$ cat src/rtl/jsu_pkg.sv
// Shared types and constants for the JSON string unescaper.
// Holds the parse phase codes, event codes and the decoded-job record.
// No dependencies.
package jsu_pkg;

   // Request kinds
   localparam logic [1:0] KIND_BYTE  = 2'd0;
   localparam logic [1:0] KIND_START = 2'd1;
   localparam logic [1:0] KIND_END   = 2'd2;

   // Parse phases
   localparam logic [2:0] PH_IDLE   = 3'd0;
   localparam logic [2:0] PH_BODY   = 3'd1;
   localparam logic [2:0] PH_ESC    = 3'd2;
   localparam logic [2:0] PH_HEX1   = 3'd3;
   localparam logic [2:0] PH_NEEDBS = 3'd4;
   localparam logic [2:0] PH_NEEDU  = 3'd5;
   localparam logic [2:0] PH_HEX2   = 3'd6;

   // Result events
   localparam logic [3:0] EV_BYTE    = 4'd0;
   localparam logic [3:0] EV_DONE    = 4'd1;
   localparam logic [3:0] EV_NOQUOTE = 4'd2;
   localparam logic [3:0] EV_UNTERM  = 4'd3;
   localparam logic [3:0] EV_CONTROL = 4'd4;
   localparam logic [3:0] EV_ESCAPE  = 4'd5;
   localparam logic [3:0] EV_HEX     = 4'd6;
   localparam logic [3:0] EV_HIGH    = 4'd7;
   localparam logic [3:0] EV_LOW     = 4'd8;
   localparam logic [3:0] EV_NUL     = 4'd9;

   // Characters the parser looks for
   localparam logic [7:0] CH_QUOTE = 8'h22;
   localparam logic [7:0] CH_BSL   = 8'h5C;
   localparam logic [7:0] CH_SLASH = 8'h2F;
   localparam logic [7:0] CH_U     = 8'h75;
   localparam logic [7:0] CH_SPACE = 8'h20;

   // Letters of the single-character escapes
   localparam logic [7:0] CH_LB = 8'h62;
   localparam logic [7:0] CH_LF = 8'h66;
   localparam logic [7:0] CH_LN = 8'h6E;
   localparam logic [7:0] CH_LR = 8'h72;
   localparam logic [7:0] CH_LT = 8'h74;

   // Job queue between front and back
   localparam int QUEUE_DEPTH = 4;
   localparam int QPTR_W      = $clog2(QUEUE_DEPTH);

   // One decoded job: up to four result bytes, or a single event
   typedef struct packed {
      logic [3:0][7:0] bytes;
      logic [1:0]      last_idx;
      logic [3:0]      ev;
   } job_type;

   // Queue status seen by front and back
   typedef struct packed {
      logic full;
      logic valid;
   } q_status_type;

endpackage

$ cat src/rtl/jsu_if.sv
// Valid/ready channel interfaces for request and response traffic.
// No dependencies.
interface jsu_req_if;
   logic       valid;
   logic       ready;
   logic [1:0] kind;
   logic [7:0] data_byte;

   modport source (output valid, output kind, output data_byte, input ready);
   modport sink   (input valid, input kind, input data_byte, output ready);
endinterface

interface jsu_rsp_if;
   logic       valid;
   logic       ready;
   logic [7:0] out_byte;
   logic [3:0] event_res;
   logic       last;

   modport source (output valid, output out_byte, output event_res, output last, input ready);
   modport sink   (input valid, input out_byte, input event_res, input last, output ready);
endinterface

$ cat src/rtl/jsu_front.sv
// Front end: accepts requests, tracks the parse phase and turns each request
// into at most one job of result bytes or an event. Uses jsu_pkg, jsu_req_if.
module jsu_front (
   input  logic                 clock,
   input  logic                 reset,
   jsu_req_if.sink              req_chan,
   input  jsu_pkg::q_status_type q_status,
   output logic                 job_push,
   output jsu_pkg::job_type     job
);
   import jsu_pkg::*;

   logic [2:0]  phase_ff,  phase_in;
   logic [1:0]  digits_ff, digits_in;
   logic [15:0] hex_ff,    hex_in;
   logic [9:0]  high_ff,   high_in;
   logic        job_valid;
   logic        accept;
   logic [4:0]  hex_dig;
   logic [15:0] hex_full;
   logic [20:0] pair_cp;

   // Decode one hex digit: bit 4 flags a bad digit
   function automatic logic [4:0] hex_of(input logic [7:0] b);
      logic [4:0] r;
      r = 5'h10;
      if (b >= 8'h30 && b <= 8'h39) r = {1'b0, 4'(b - 8'h30)};
      else if (b >= 8'h61 && b <= 8'h66) r = {1'b0, 4'(b - 8'h57)};
      else if (b >= 8'h41 && b <= 8'h46) r = {1'b0, 4'(b - 8'h37)};
      return r;
   endfunction

   // Encode a code point as one to four UTF-8 bytes
   function automatic job_type encode_cp(input logic [20:0] cp);
      job_type j;
      j = '0;
      j.ev = EV_BYTE;
      if (cp < 21'h80) begin
         j.bytes[0] = cp[7:0];
         j.last_idx = 2'd0;
      end else if (cp < 21'h800) begin
         j.bytes[0] = {3'b110, cp[10:6]};
         j.bytes[1] = {2'b10, cp[5:0]};
         j.last_idx = 2'd1;
      end else if (cp < 21'h10000) begin
         j.bytes[0] = {4'b1110, cp[15:12]};
         j.bytes[1] = {2'b10, cp[11:6]};
         j.bytes[2] = {2'b10, cp[5:0]};
         j.last_idx = 2'd2;
      end else begin
         j.bytes[0] = {5'b11110, cp[20:18]};
         j.bytes[1] = {2'b10, cp[17:12]};
         j.bytes[2] = {2'b10, cp[11:6]};
         j.bytes[3] = {2'b10, cp[5:0]};
         j.last_idx = 2'd3;
      end
      return j;
   endfunction

   // Accept whenever the job queue has room
   assign req_chan.ready = !q_status.full;
   assign accept         = req_chan.valid && req_chan.ready;
   assign job_push       = accept && job_valid;

   assign hex_dig  = hex_of(req_chan.data_byte);
   assign hex_full = {hex_ff[11:0], hex_dig[3:0]};
   assign pair_cp  = 21'h10000 + {1'b0, high_ff, hex_full[9:0]};

   // Work out the next phase and the job for this request
   always_comb begin
      phase_in  = phase_ff;
      digits_in = digits_ff;
      hex_in    = hex_ff;
      high_in   = high_ff;
      job_valid = 1'b0;
      job       = '0;
      job.ev    = EV_BYTE;
      if (req_chan.kind == KIND_START) begin
         if (req_chan.data_byte == CH_QUOTE) begin
            phase_in  = PH_BODY;
            digits_in = '0;
            hex_in    = '0;
            high_in   = '0;
         end else begin
            phase_in  = PH_IDLE;
            job_valid = 1'b1;
            job.ev    = EV_NOQUOTE;
         end
      end else if (req_chan.kind == KIND_END) begin
         if (phase_ff != PH_IDLE) begin
            phase_in  = PH_IDLE;
            job_valid = 1'b1;
            unique case (phase_ff)
               PH_BODY:          job.ev = EV_UNTERM;
               PH_ESC:           job.ev = EV_ESCAPE;
               PH_HEX1, PH_HEX2: job.ev = EV_HEX;
               default:          job.ev = EV_HIGH;
            endcase
         end
      end else if (req_chan.kind == KIND_BYTE) begin
         unique case (phase_ff)
            PH_IDLE: begin
            end
            PH_BODY: begin
               job_valid = 1'b1;
               if (req_chan.data_byte == CH_QUOTE) begin
                  phase_in = PH_IDLE;
                  job.ev   = EV_DONE;
               end else if (req_chan.data_byte < CH_SPACE) begin
                  phase_in = PH_IDLE;
                  job.ev   = EV_CONTROL;
               end else if (req_chan.data_byte == CH_BSL) begin
                  phase_in  = PH_ESC;
                  job_valid = 1'b0;
               end else begin
                  job.bytes[0] = req_chan.data_byte;
               end
            end
            PH_ESC: begin
               job_valid = 1'b1;
               phase_in  = PH_BODY;
               unique case (req_chan.data_byte)
                  CH_QUOTE, CH_BSL, CH_SLASH: job.bytes[0] = req_chan.data_byte;
                  CH_LB: job.bytes[0] = 8'h08;
                  CH_LF: job.bytes[0] = 8'h0C;
                  CH_LN: job.bytes[0] = 8'h0A;
                  CH_LR: job.bytes[0] = 8'h0D;
                  CH_LT: job.bytes[0] = 8'h09;
                  CH_U: begin
                     job_valid = 1'b0;
                     phase_in  = PH_HEX1;
                     digits_in = '0;
                     hex_in    = '0;
                  end
                  default: begin
                     phase_in = PH_IDLE;
                     job.ev   = EV_ESCAPE;
                  end
               endcase
            end
            PH_NEEDBS: begin
               if (req_chan.data_byte == CH_BSL) begin
                  phase_in = PH_NEEDU;
               end else begin
                  phase_in  = PH_IDLE;
                  job_valid = 1'b1;
                  job.ev    = EV_HIGH;
               end
            end
            PH_NEEDU: begin
               if (req_chan.data_byte == CH_U) begin
                  phase_in  = PH_HEX2;
                  digits_in = '0;
                  hex_in    = '0;
               end else begin
                  phase_in  = PH_IDLE;
                  job_valid = 1'b1;
                  job.ev    = EV_HIGH;
               end
            end
            PH_HEX1, PH_HEX2: begin
               if (hex_dig[4]) begin
                  phase_in  = PH_IDLE;
                  job_valid = 1'b1;
                  job.ev    = EV_HEX;
               end else begin
                  hex_in = hex_full;
                  if (digits_ff != 2'd3) begin
                     digits_in = digits_ff + 2'd1;
                  end else begin
                     digits_in = '0;
                     if (phase_ff == PH_HEX1) begin
                        if (hex_full[15:10] == 6'b110110) begin
                           high_in  = hex_full[9:0];
                           phase_in = PH_NEEDBS;
                        end else if (hex_full[15:10] == 6'b110111) begin
                           phase_in  = PH_IDLE;
                           job_valid = 1'b1;
                           job.ev    = EV_LOW;
                        end else if (hex_full == 16'h0000) begin
                           phase_in  = PH_IDLE;
                           job_valid = 1'b1;
                           job.ev    = EV_NUL;
                        end else begin
                           phase_in  = PH_BODY;
                           job_valid = 1'b1;
                           job       = encode_cp({5'b0, hex_full});
                        end
                     end else begin
                        job_valid = 1'b1;
                        if (hex_full[15:10] == 6'b110111) begin
                           phase_in = PH_BODY;
                           job      = encode_cp(pair_cp);
                        end else begin
                           phase_in = PH_IDLE;
                           job.ev   = EV_HIGH;
                        end
                     end
                  end
               end
            end
            default: begin
               phase_in = PH_IDLE;
            end
         endcase
      end
   end

   // Advance parse state on each accepted request
   always_ff @(posedge clock) begin
      if (reset) begin
         phase_ff  <= PH_IDLE;
         digits_ff <= '0;
         hex_ff    <= '0;
         high_ff   <= '0;
      end else if (accept) begin
         phase_ff  <= phase_in;
         digits_ff <= digits_in;
         hex_ff    <= hex_in;
         high_ff   <= high_in;
      end
   end

   // Parser never leaves the defined phases
   a_phase_range: assert property (@(posedge clock) disable iff (reset)
      phase_ff <= PH_HEX2)
      else $error("parse phase out of range");

endmodule

$ cat src/rtl/jsu_queue.sv
// Short job queue between front and back; registered entries, one push and
// one pop per cycle. Uses jsu_pkg.
module jsu_queue (
   input  logic                  clock,
   input  logic                  reset,
   input  logic                  push,
   input  jsu_pkg::job_type      push_job,
   input  logic                  pop,
   output jsu_pkg::job_type      head_job,
   output jsu_pkg::q_status_type status
);
   import jsu_pkg::*;

   job_type           mem_ff [QUEUE_DEPTH];
   logic [QPTR_W-1:0] wr_ptr_ff, wr_ptr_in;
   logic [QPTR_W-1:0] rd_ptr_ff, rd_ptr_in;
   logic [QPTR_W:0]   count_ff,  count_in;
   logic              do_pop;

   assign status.full  = (count_ff == (QPTR_W + 1)'(QUEUE_DEPTH));
   assign status.valid = (count_ff != '0);
   assign head_job     = mem_ff[rd_ptr_ff];
   assign do_pop       = pop && status.valid;

   // Advance pointers and fill count
   always_comb begin
      wr_ptr_in = push   ? wr_ptr_ff + 1'b1 : wr_ptr_ff;
      rd_ptr_in = do_pop ? rd_ptr_ff + 1'b1 : rd_ptr_ff;
      count_in  = count_ff + (QPTR_W + 1)'(push) - (QPTR_W + 1)'(do_pop);
   end

   always_ff @(posedge clock) begin
      if (reset) begin
         wr_ptr_ff <= '0;
         rd_ptr_ff <= '0;
         count_ff  <= '0;
      end else begin
         wr_ptr_ff <= wr_ptr_in;
         rd_ptr_ff <= rd_ptr_in;
         count_ff  <= count_in;
      end
   end

   // Store pushed jobs
   always_ff @(posedge clock) begin
      if (push) begin
         mem_ff[wr_ptr_ff] <= push_job;
      end
   end

   a_no_overflow: assert property (@(posedge clock) disable iff (reset)
      push |-> !status.full)
      else $error("push into full job queue");

   a_count_bound: assert property (@(posedge clock) disable iff (reset)
      count_ff <= (QPTR_W + 1)'(QUEUE_DEPTH))
      else $error("job queue count out of range");

   a_ptr_track: assert property (@(posedge clock) disable iff (reset)
      (push && !do_pop) |=> (count_ff == $past(count_ff) + 1'b1))
      else $error("job queue count did not follow push");

endmodule

$ cat src/rtl/jsu_back.sv
// Back end: walks the head job one byte per response and pops it after the
// last one. Uses jsu_pkg, jsu_rsp_if.
module jsu_back (
   input  logic                  clock,
   input  logic                  reset,
   input  jsu_pkg::job_type      head_job,
   input  jsu_pkg::q_status_type q_status,
   output logic                  pop,
   jsu_rsp_if.source             rsp_chan
);
   import jsu_pkg::*;

   logic [1:0] idx_ff, idx_in;
   logic       at_last;
   logic       fire;

   assign at_last            = (idx_ff == head_job.last_idx);
   assign rsp_chan.valid     = q_status.valid;
   assign rsp_chan.out_byte  = head_job.bytes[idx_ff];
   assign rsp_chan.event_res = head_job.ev;
   assign rsp_chan.last      = at_last;
   assign fire               = rsp_chan.valid && rsp_chan.ready;
   assign pop                = fire && at_last;

   // Step through the job's bytes, rewind on pop
   always_comb begin
      idx_in = idx_ff;
      if (fire) begin
         idx_in = at_last ? 2'd0 : idx_ff + 2'd1;
      end
   end

   always_ff @(posedge clock) begin
      if (reset) begin
         idx_ff <= '0;
      end else begin
         idx_ff <= idx_in;
      end
   end

   a_idx_bound: assert property (@(posedge clock) disable iff (reset)
      rsp_chan.valid |-> (idx_ff <= head_job.last_idx))
      else $error("byte index past end of job");

   a_event_single: assert property (@(posedge clock) disable iff (reset)
      (rsp_chan.valid && rsp_chan.event_res != EV_BYTE) |-> rsp_chan.last)
      else $error("event response not marked last");

endmodule

$ cat src/rtl/json_string_unescape_utf8.sv
// JSON string unescaper, top level: front parser, job queue and back end.
// Uses jsu_pkg, jsu_req_if, jsu_rsp_if, jsu_front, jsu_queue, jsu_back.
//
// Usage:
//   req_chan carries one byte of a JSON string literal per request: kind
//   START with the opening quote, then BYTE for each following byte, and
//   END when input runs out. rsp_chan returns the decoded UTF-8 bytes
//   (event 0), or one done/error event; last marks the final response of
//   each request. Requests that produce nothing return no response.
// Timing:
//   A request is parsed in the cycle it is accepted and its job is
//   registered into a four-entry queue, whose head job the back end
//   presents. Responses drain one per cycle while rsp_chan.ready is high;
//   a job yields one to four responses. Requests are taken back to back
//   while the queue has room.
// Reset:
//   Synchronous reset returns the parser to idle and empties the queue.
// Stall:
//   When rsp_chan is held off, jobs collect in the queue; once it is full
//   req_chan.ready drops until a job is drained.
module json_string_unescape_utf8 (
   input  logic      clock,
   input  logic      reset,
   jsu_req_if.sink   req_chan,
   jsu_rsp_if.source rsp_chan
);
   import jsu_pkg::*;

   job_type      push_job;
   job_type      head_job;
   q_status_type q_status;
   logic         push;
   logic         pop;

   // Parse requests into jobs
   jsu_front u_front (
      .clock    (clock),
      .reset    (reset),
      .req_chan (req_chan),
      .q_status (q_status),
      .job_push (push),
      .job      (push_job)
   );

   // Hold jobs between parser and response side
   jsu_queue u_queue (
      .clock    (clock),
      .reset    (reset),
      .push     (push),
      .push_job (push_job),
      .pop      (pop),
      .head_job (head_job),
      .status   (q_status)
   );

   // Send job bytes as responses
   jsu_back u_back (
      .clock    (clock),
      .reset    (reset),
      .head_job (head_job),
      .q_status (q_status),
      .pop      (pop),
      .rsp_chan (rsp_chan)
   );

endmodule

$ cat src/flat_wrapper.sv
// flat-port wrapper written by rule: the top's interface ports become plain ports
module json_string_unescape_utf8_flat import jsu_pkg::*;
  (clock, reset, req_chan_valid, req_chan_kind, req_chan_data_byte, req_chan_ready, rsp_chan_valid, rsp_chan_out_byte, rsp_chan_event_res, rsp_chan_last, rsp_chan_ready);
  jsu_req_if req_chan_i ();
  jsu_rsp_if rsp_chan_i ();
  input  logic clock;
  input  logic reset;
  input wire logic [$bits(req_chan_i.valid)-1:0] req_chan_valid;
  input wire logic [$bits(req_chan_i.kind)-1:0] req_chan_kind;
  input wire logic [$bits(req_chan_i.data_byte)-1:0] req_chan_data_byte;
  output wire logic [$bits(req_chan_i.ready)-1:0] req_chan_ready;
  output wire logic [$bits(rsp_chan_i.valid)-1:0] rsp_chan_valid;
  output wire logic [$bits(rsp_chan_i.out_byte)-1:0] rsp_chan_out_byte;
  output wire logic [$bits(rsp_chan_i.event_res)-1:0] rsp_chan_event_res;
  output wire logic [$bits(rsp_chan_i.last)-1:0] rsp_chan_last;
  input wire logic [$bits(rsp_chan_i.ready)-1:0] rsp_chan_ready;
  assign req_chan_i.valid = req_chan_valid;
  assign req_chan_i.kind = req_chan_kind;
  assign req_chan_i.data_byte = req_chan_data_byte;
  assign req_chan_ready = req_chan_i.ready;
  assign rsp_chan_valid = rsp_chan_i.valid;
  assign rsp_chan_out_byte = rsp_chan_i.out_byte;
  assign rsp_chan_event_res = rsp_chan_i.event_res;
  assign rsp_chan_last = rsp_chan_i.last;
  assign rsp_chan_i.ready = rsp_chan_ready;
  json_string_unescape_utf8 u_core (.clock(clock), .reset(reset), .req_chan(req_chan_i), .rsp_chan(rsp_chan_i));
endmodule
$ cat config.mk
export PLATFORM = sky130hd
export DESIGN_NAME = json_string_unescape_utf8_flat
export DESIGN_NICKNAME = d
export VERILOG_FILES = /design/src/rtl/jsu_pkg.sv /design/src/rtl/jsu_if.sv /design/src/rtl/jsu_front.sv /design/src/rtl/jsu_queue.sv /design/src/rtl/jsu_back.sv /design/src/rtl/json_string_unescape_utf8.sv /design/src/flat_wrapper.sv
export SDC_FILE = /design/constraint.sdc
export NUM_CORES = 1
export LEC_CHECK = 0
export BUFFER_PORTS_ARGS = -buffer_cell sky130_fd_sc_hd__buf_2
export CAP_MARGIN = 20
export CORE_MARGIN = 2
export CORE_UTILIZATION = 60
export CTS_CLUSTER_SIZE = 14
export DETAILED_ROUTE_END_ITERATION = 10
export PLACE_DENSITY_LB_ADDON = 0.05
export SKIP_CTS_REPAIR_TIMING = 1
export SYNTH_ARGS = -nofsm -noshare
export SYNTH_HDL_FRONTEND = slang
export SYNTH_SLANG_ARGS = --single-unit
$ cat constraint.sdc
create_clock -name clock -period 3.8 [get_ports clock]
set_clock_uncertainty 0.15 [all_clocks]
set_input_delay 0.19 -clock clock [delete_from_list [all_inputs] [get_ports clock]]
set_output_delay 0.19 -clock clock [all_outputs]
set_load 0.01 [all_outputs]
==> results.tsv <==
stage	metric	value	unit
synthesis	sequential area share after synthesis	55.14	%
global_route	gr usage total	28.44	%
power	Switch Pwr	0.0008420	W
placement	DP Wirelength	14740	um
power	sw frac	21.53	%
cts	Worst-Skew Late Latency	0.44	ns
status	status	complete, no violations	
worst_setup_path	Worst Path Required	3.96	ns
worst_setup_path	Crit. End Element	register	
cts	Clock Root Buffer	clkbuf_16	
synthesis	Post-Syn Area	8786	um^2
die	Starting Density	60.91	%
synthesis	flop and latch count out of synthesis	174	
routing	drt drc	0	
synthesis	count leader, synth	edfxtp_1	
routing	wire length on met2	10640	um
routing	DR pass1 iterations	6	
die	# IOs	29	
global_route	total grt overflow	0	
worst_setup_path	R2R Path Start	u_core.u_front.phase_ff[1]$_SDFFE_PP0P_	
cts	clock sink count	174	
global_route	largest net degree at the start of global routing	40	
worst_setup_path	CP startpoint	u_core.u_front.phase_ff[1]$_SDFFE_PP0P_	
cts	clock slew at reported path FFs	0.07	ns
timing	final hold viol count	0	
hold_path	HP Class	input pin to register	
die	Die Height	125.0	um
placement	dpl cells	913	
timing	Final Slew Violations	0	
cts	Num CTS Buffers	17	
global_route	initial antenna violation count	0	
power	logic gate share of total power	3.0	%
power	P_int	0.003068	W
timing	Setup violations, final	0	
cts	clk buf depth	2	
synthesis	async set or reset register ratio after synthesis	0	%
routing	total wire length	21490	um
routing	vias	6240	
worst_setup_path	Critical Path Sink	u_core.u_queue.count_ff[2]$_SDFF_PP0_	
cts	CTS HTree Levels	4	
die	die width	125.0	um
synthesis	top post-synthesis cells by count	136 x edfxtp_1, 62 x nand2_1, 58 x nor2_1, 49 x a21oi_1, 40 x mux4_2	
power	clock power share	44.9	%
timing	Highest Clock Rate	302.6	MHz
die	Die ar.	15630	um^2
cts	TritonCTS clock tree	done	
routing	vias per cell	6.603	
power	power after layout	0.003910	W
routing	routed wl met3	1235	um
placement	IO buf count	28	
power	Sequential Power Share	52.1	%
synthesis	top cells by area, synth	edfxtp_1 46%, mux4_2 10%, dfxtp_1 8.7%	
synthesis	Synth warnings	0	
synthesis	Netlist cell types	77	
synthesis	top_reg_cell synth	edfxtp_1	
power	Pleak	3.275	nW
cells_and_area	final core utilization	68.12	%
power	pwr/cell area	398.0	nW/um^2
job	MaxCap Viol Count	0	
timing	Final min period	3.305	ns
synthesis	Post-synth EDFFs	136	
synthesis	Yosys top cell by area	edfxtp_1	
timing	TNS Setup	0	ns
routing	top sig layer	met4	
routing	Avg WL per Cell	22.74	um
routing	DR iter-0 viols	690	
die	core area	14420	um^2
synthesis	Syn Area/Cell	12.19	um^2
worst_setup_path	crit-path max FO	6	
worst_setup_path	flop2flop setup slack	0.50	ns
worst_setup_path	Worst Reg-to-Reg Cells	13	
global_route	vias in the first global route	6089	
cells_and_area	share of cells above drive strength 1	18.53	%
cells_and_area	ANT cells	0	
cells_and_area	Area Overhead vs Synth	11.83	%
synthesis	top-area cell type share of the netlist area	46.48	%
timing	RSZ-0062 raised after global routing	false	
placement	Final GP Congestion	0.9742	
worst_setup_path	Reg-to-Reg End	u_core.u_queue.count_ff[2]$_SDFF_PP0_	
cells_and_area	nets@finish	775	
global_route	first-pass GRT wire length	34040	um
synthesis	Gate Count Post-Synth	721	
routing	Post-DRT Antenna Nets	0	
worst_setup_path	Critical Path Source Type	register	
timing	worst slew pin tran	0.9657	ns
routing	wl on met1	9132	um
worst_setup_path	critical path arrival	3.47	ns
synthesis	Post-Syn Nets	748	
power	Max VDD drop	0.0002967	V
timing	final clock period utilization by the worst path	86.96	%
worst_setup_path	Setup CP Type	register to register	
die	FP Rows	44	
timing	Slew HR	35.62	%
cells_and_area	Finished Layout Cells	945	
## layout by cell type, fill, tap and decap left out, types with 3 or more instances in the layout
master,Yosys,layout
edfxtp_1,136,136
nand2_1,62,62
nor2_1,58,58
a21oi_1,49,49
mux4_2,40,40
dfxtp_1,38,37
buf_2,4,28
o21ai_0,24,24
buf_4,1,22
nand2b_1,20,20
mux2i_1,19,19
nor3_1,17,17
clkbuf_16,0,17
nand4_1,16,16
and2_1,16,16
inv_1,12,12
nand3_1,12,12
ha_1,12,12
nor2b_1,10,10
a211oi_1,9,9
a22o_1,9,9
nor3b_1,7,7
o21a_1,6,6
xor2_1,5,5
a32oi_1,5,5
nor4_1,5,5
a21o_1,5,5
xnor2_1,5,5
a211o_1,5,5
and3_1,4,4
a31oi_1,4,4
or4_1,4,4
a22oi_1,4,4
inv_6,0,4
buf_12,0,4
a2111oi_0,3,3
## sequential cells by signal (all words and copies together), names as in the netlist, named ones only
name,count
u_core.u_front.hex_ff,12
u_core.u_queue.rd_ptr_ff,2
u_core.u_queue.count_ff,3
u_core.u_queue.wr_ptr_ff,2
u_core.u_back.idx_ff,2
u_core.u_front.high_ff,10
u_core.u_front.phase_ff,3
u_core.u_front.digits_ff,2
u_core.u_queue.mem_ff,136
## per-stage QoR
stage	setup slack [ns]	hold WS [ns]	area, um^2
2_1_floorplan	0.3235	0.2212	8786
3_3_place_gp	0.3114	0.3138	9220
3_5_place_dp	0.1494	0.3362	9220
4_1_cts	0.4645	-0.01435	9826
5_1_grt	0.1693	0.09272	9826
6_report	0.4953	0.005934	9826
## logic make-up after synthesis
group                      count (synthesis)  synth area share, %
muxes                                     61                12.67
and+or+nand+nor                          253                15.08
DFF                                      174                55.14
buffers and inverters                     58                2.592
xor gates and xnor gates                  10               0.9968
adders and majority gates                 13                1.937
AOI/OAI and AO/OA                        152                11.58
## per-layer routing
| metal | track usage [%] | up-vias |
|---|---|---|
| li1 | - | 2837 |
| met1 | 38.88 | 3097 |
| met2 | 46.55 | 258 |
| met3 | 4.878 | 48 |
| met4 | 10.33 | 0 |
| met5 | 0 | - |
## critical path, cell delays in order, from the launching register on
cell and delay, ns:
dfxtp_1 0.43, nor2b_1 0.34, nand2_1 0.12, o311a_1 0.40
o31ai_1 0.29, a41oi_1 0.25, inv_1 0.10, ha_1 0.13
inv_1 0.04, ha_1 0.19, fa_1 0.37, xnor2_1 0.18
xnor2_1 0.14, nor2_1 0.05
## final cells by class
class | count | area, um^2
flip-flops and latches | 174 | 4846
fillers | 1069 | 4598
multi-input cells | 489 | 3714
clock buffers | 17 | 425.4
repair buffers | 54 | 385.4
well taps | 184 | 230.2
clock inverters | 15 | 180.2
inverters | 12 | 45.04
## worst min-delay path by stage
| stage | startpoint | end | slack [ns] | depth (start not counted) |
|---|---|---|---|---|
| 2_1_floorplan | reset | u_core.u_front.digits_ff[0]$_SDFFE_PP0P_ | 0.22 | 2 |
| 3_3_place_gp | u_core.u_front.digits_ff[1]$_SDFFE_PP0P_ | u_core.u_front.digits_ff[1]$_SDFFE_PP0P_ | 0.31 | 2 |
| 3_5_place_dp | u_core.u_front.digits_ff[1]$_SDFFE_PP0P_ | u_core.u_front.digits_ff[1]$_SDFFE_PP0P_ | 0.34 | 2 |
| 4_1_cts | rsp_chan_ready | u_core.u_back.idx_ff[0]$_SDFFE_PP0P_ | -0.01 | 4 |
| 5_1_grt | rsp_chan_ready | u_core.u_back.idx_ff[0]$_SDFFE_PP0P_ | 0.09 | 4 |
| 6_report | rsp_chan_ready | u_core.u_back.idx_ff[0]$_SDFFE_PP0P_ | 0.006 | 4 |
## power groups by stage
stage,clock network (W),registers (W),logic (W)
floorplan,0,0.00207,0.0000808
global placement,0,0.00208,0.000114
detailed placement,0,0.00208,0.000117
CTS,0.00179,0.00204,0.000118
global route,0.00185,0.00204,0.000129
finish,0.00176,0.00204,0.000118
No activity file was read; power rests on OpenSTA's default activity.
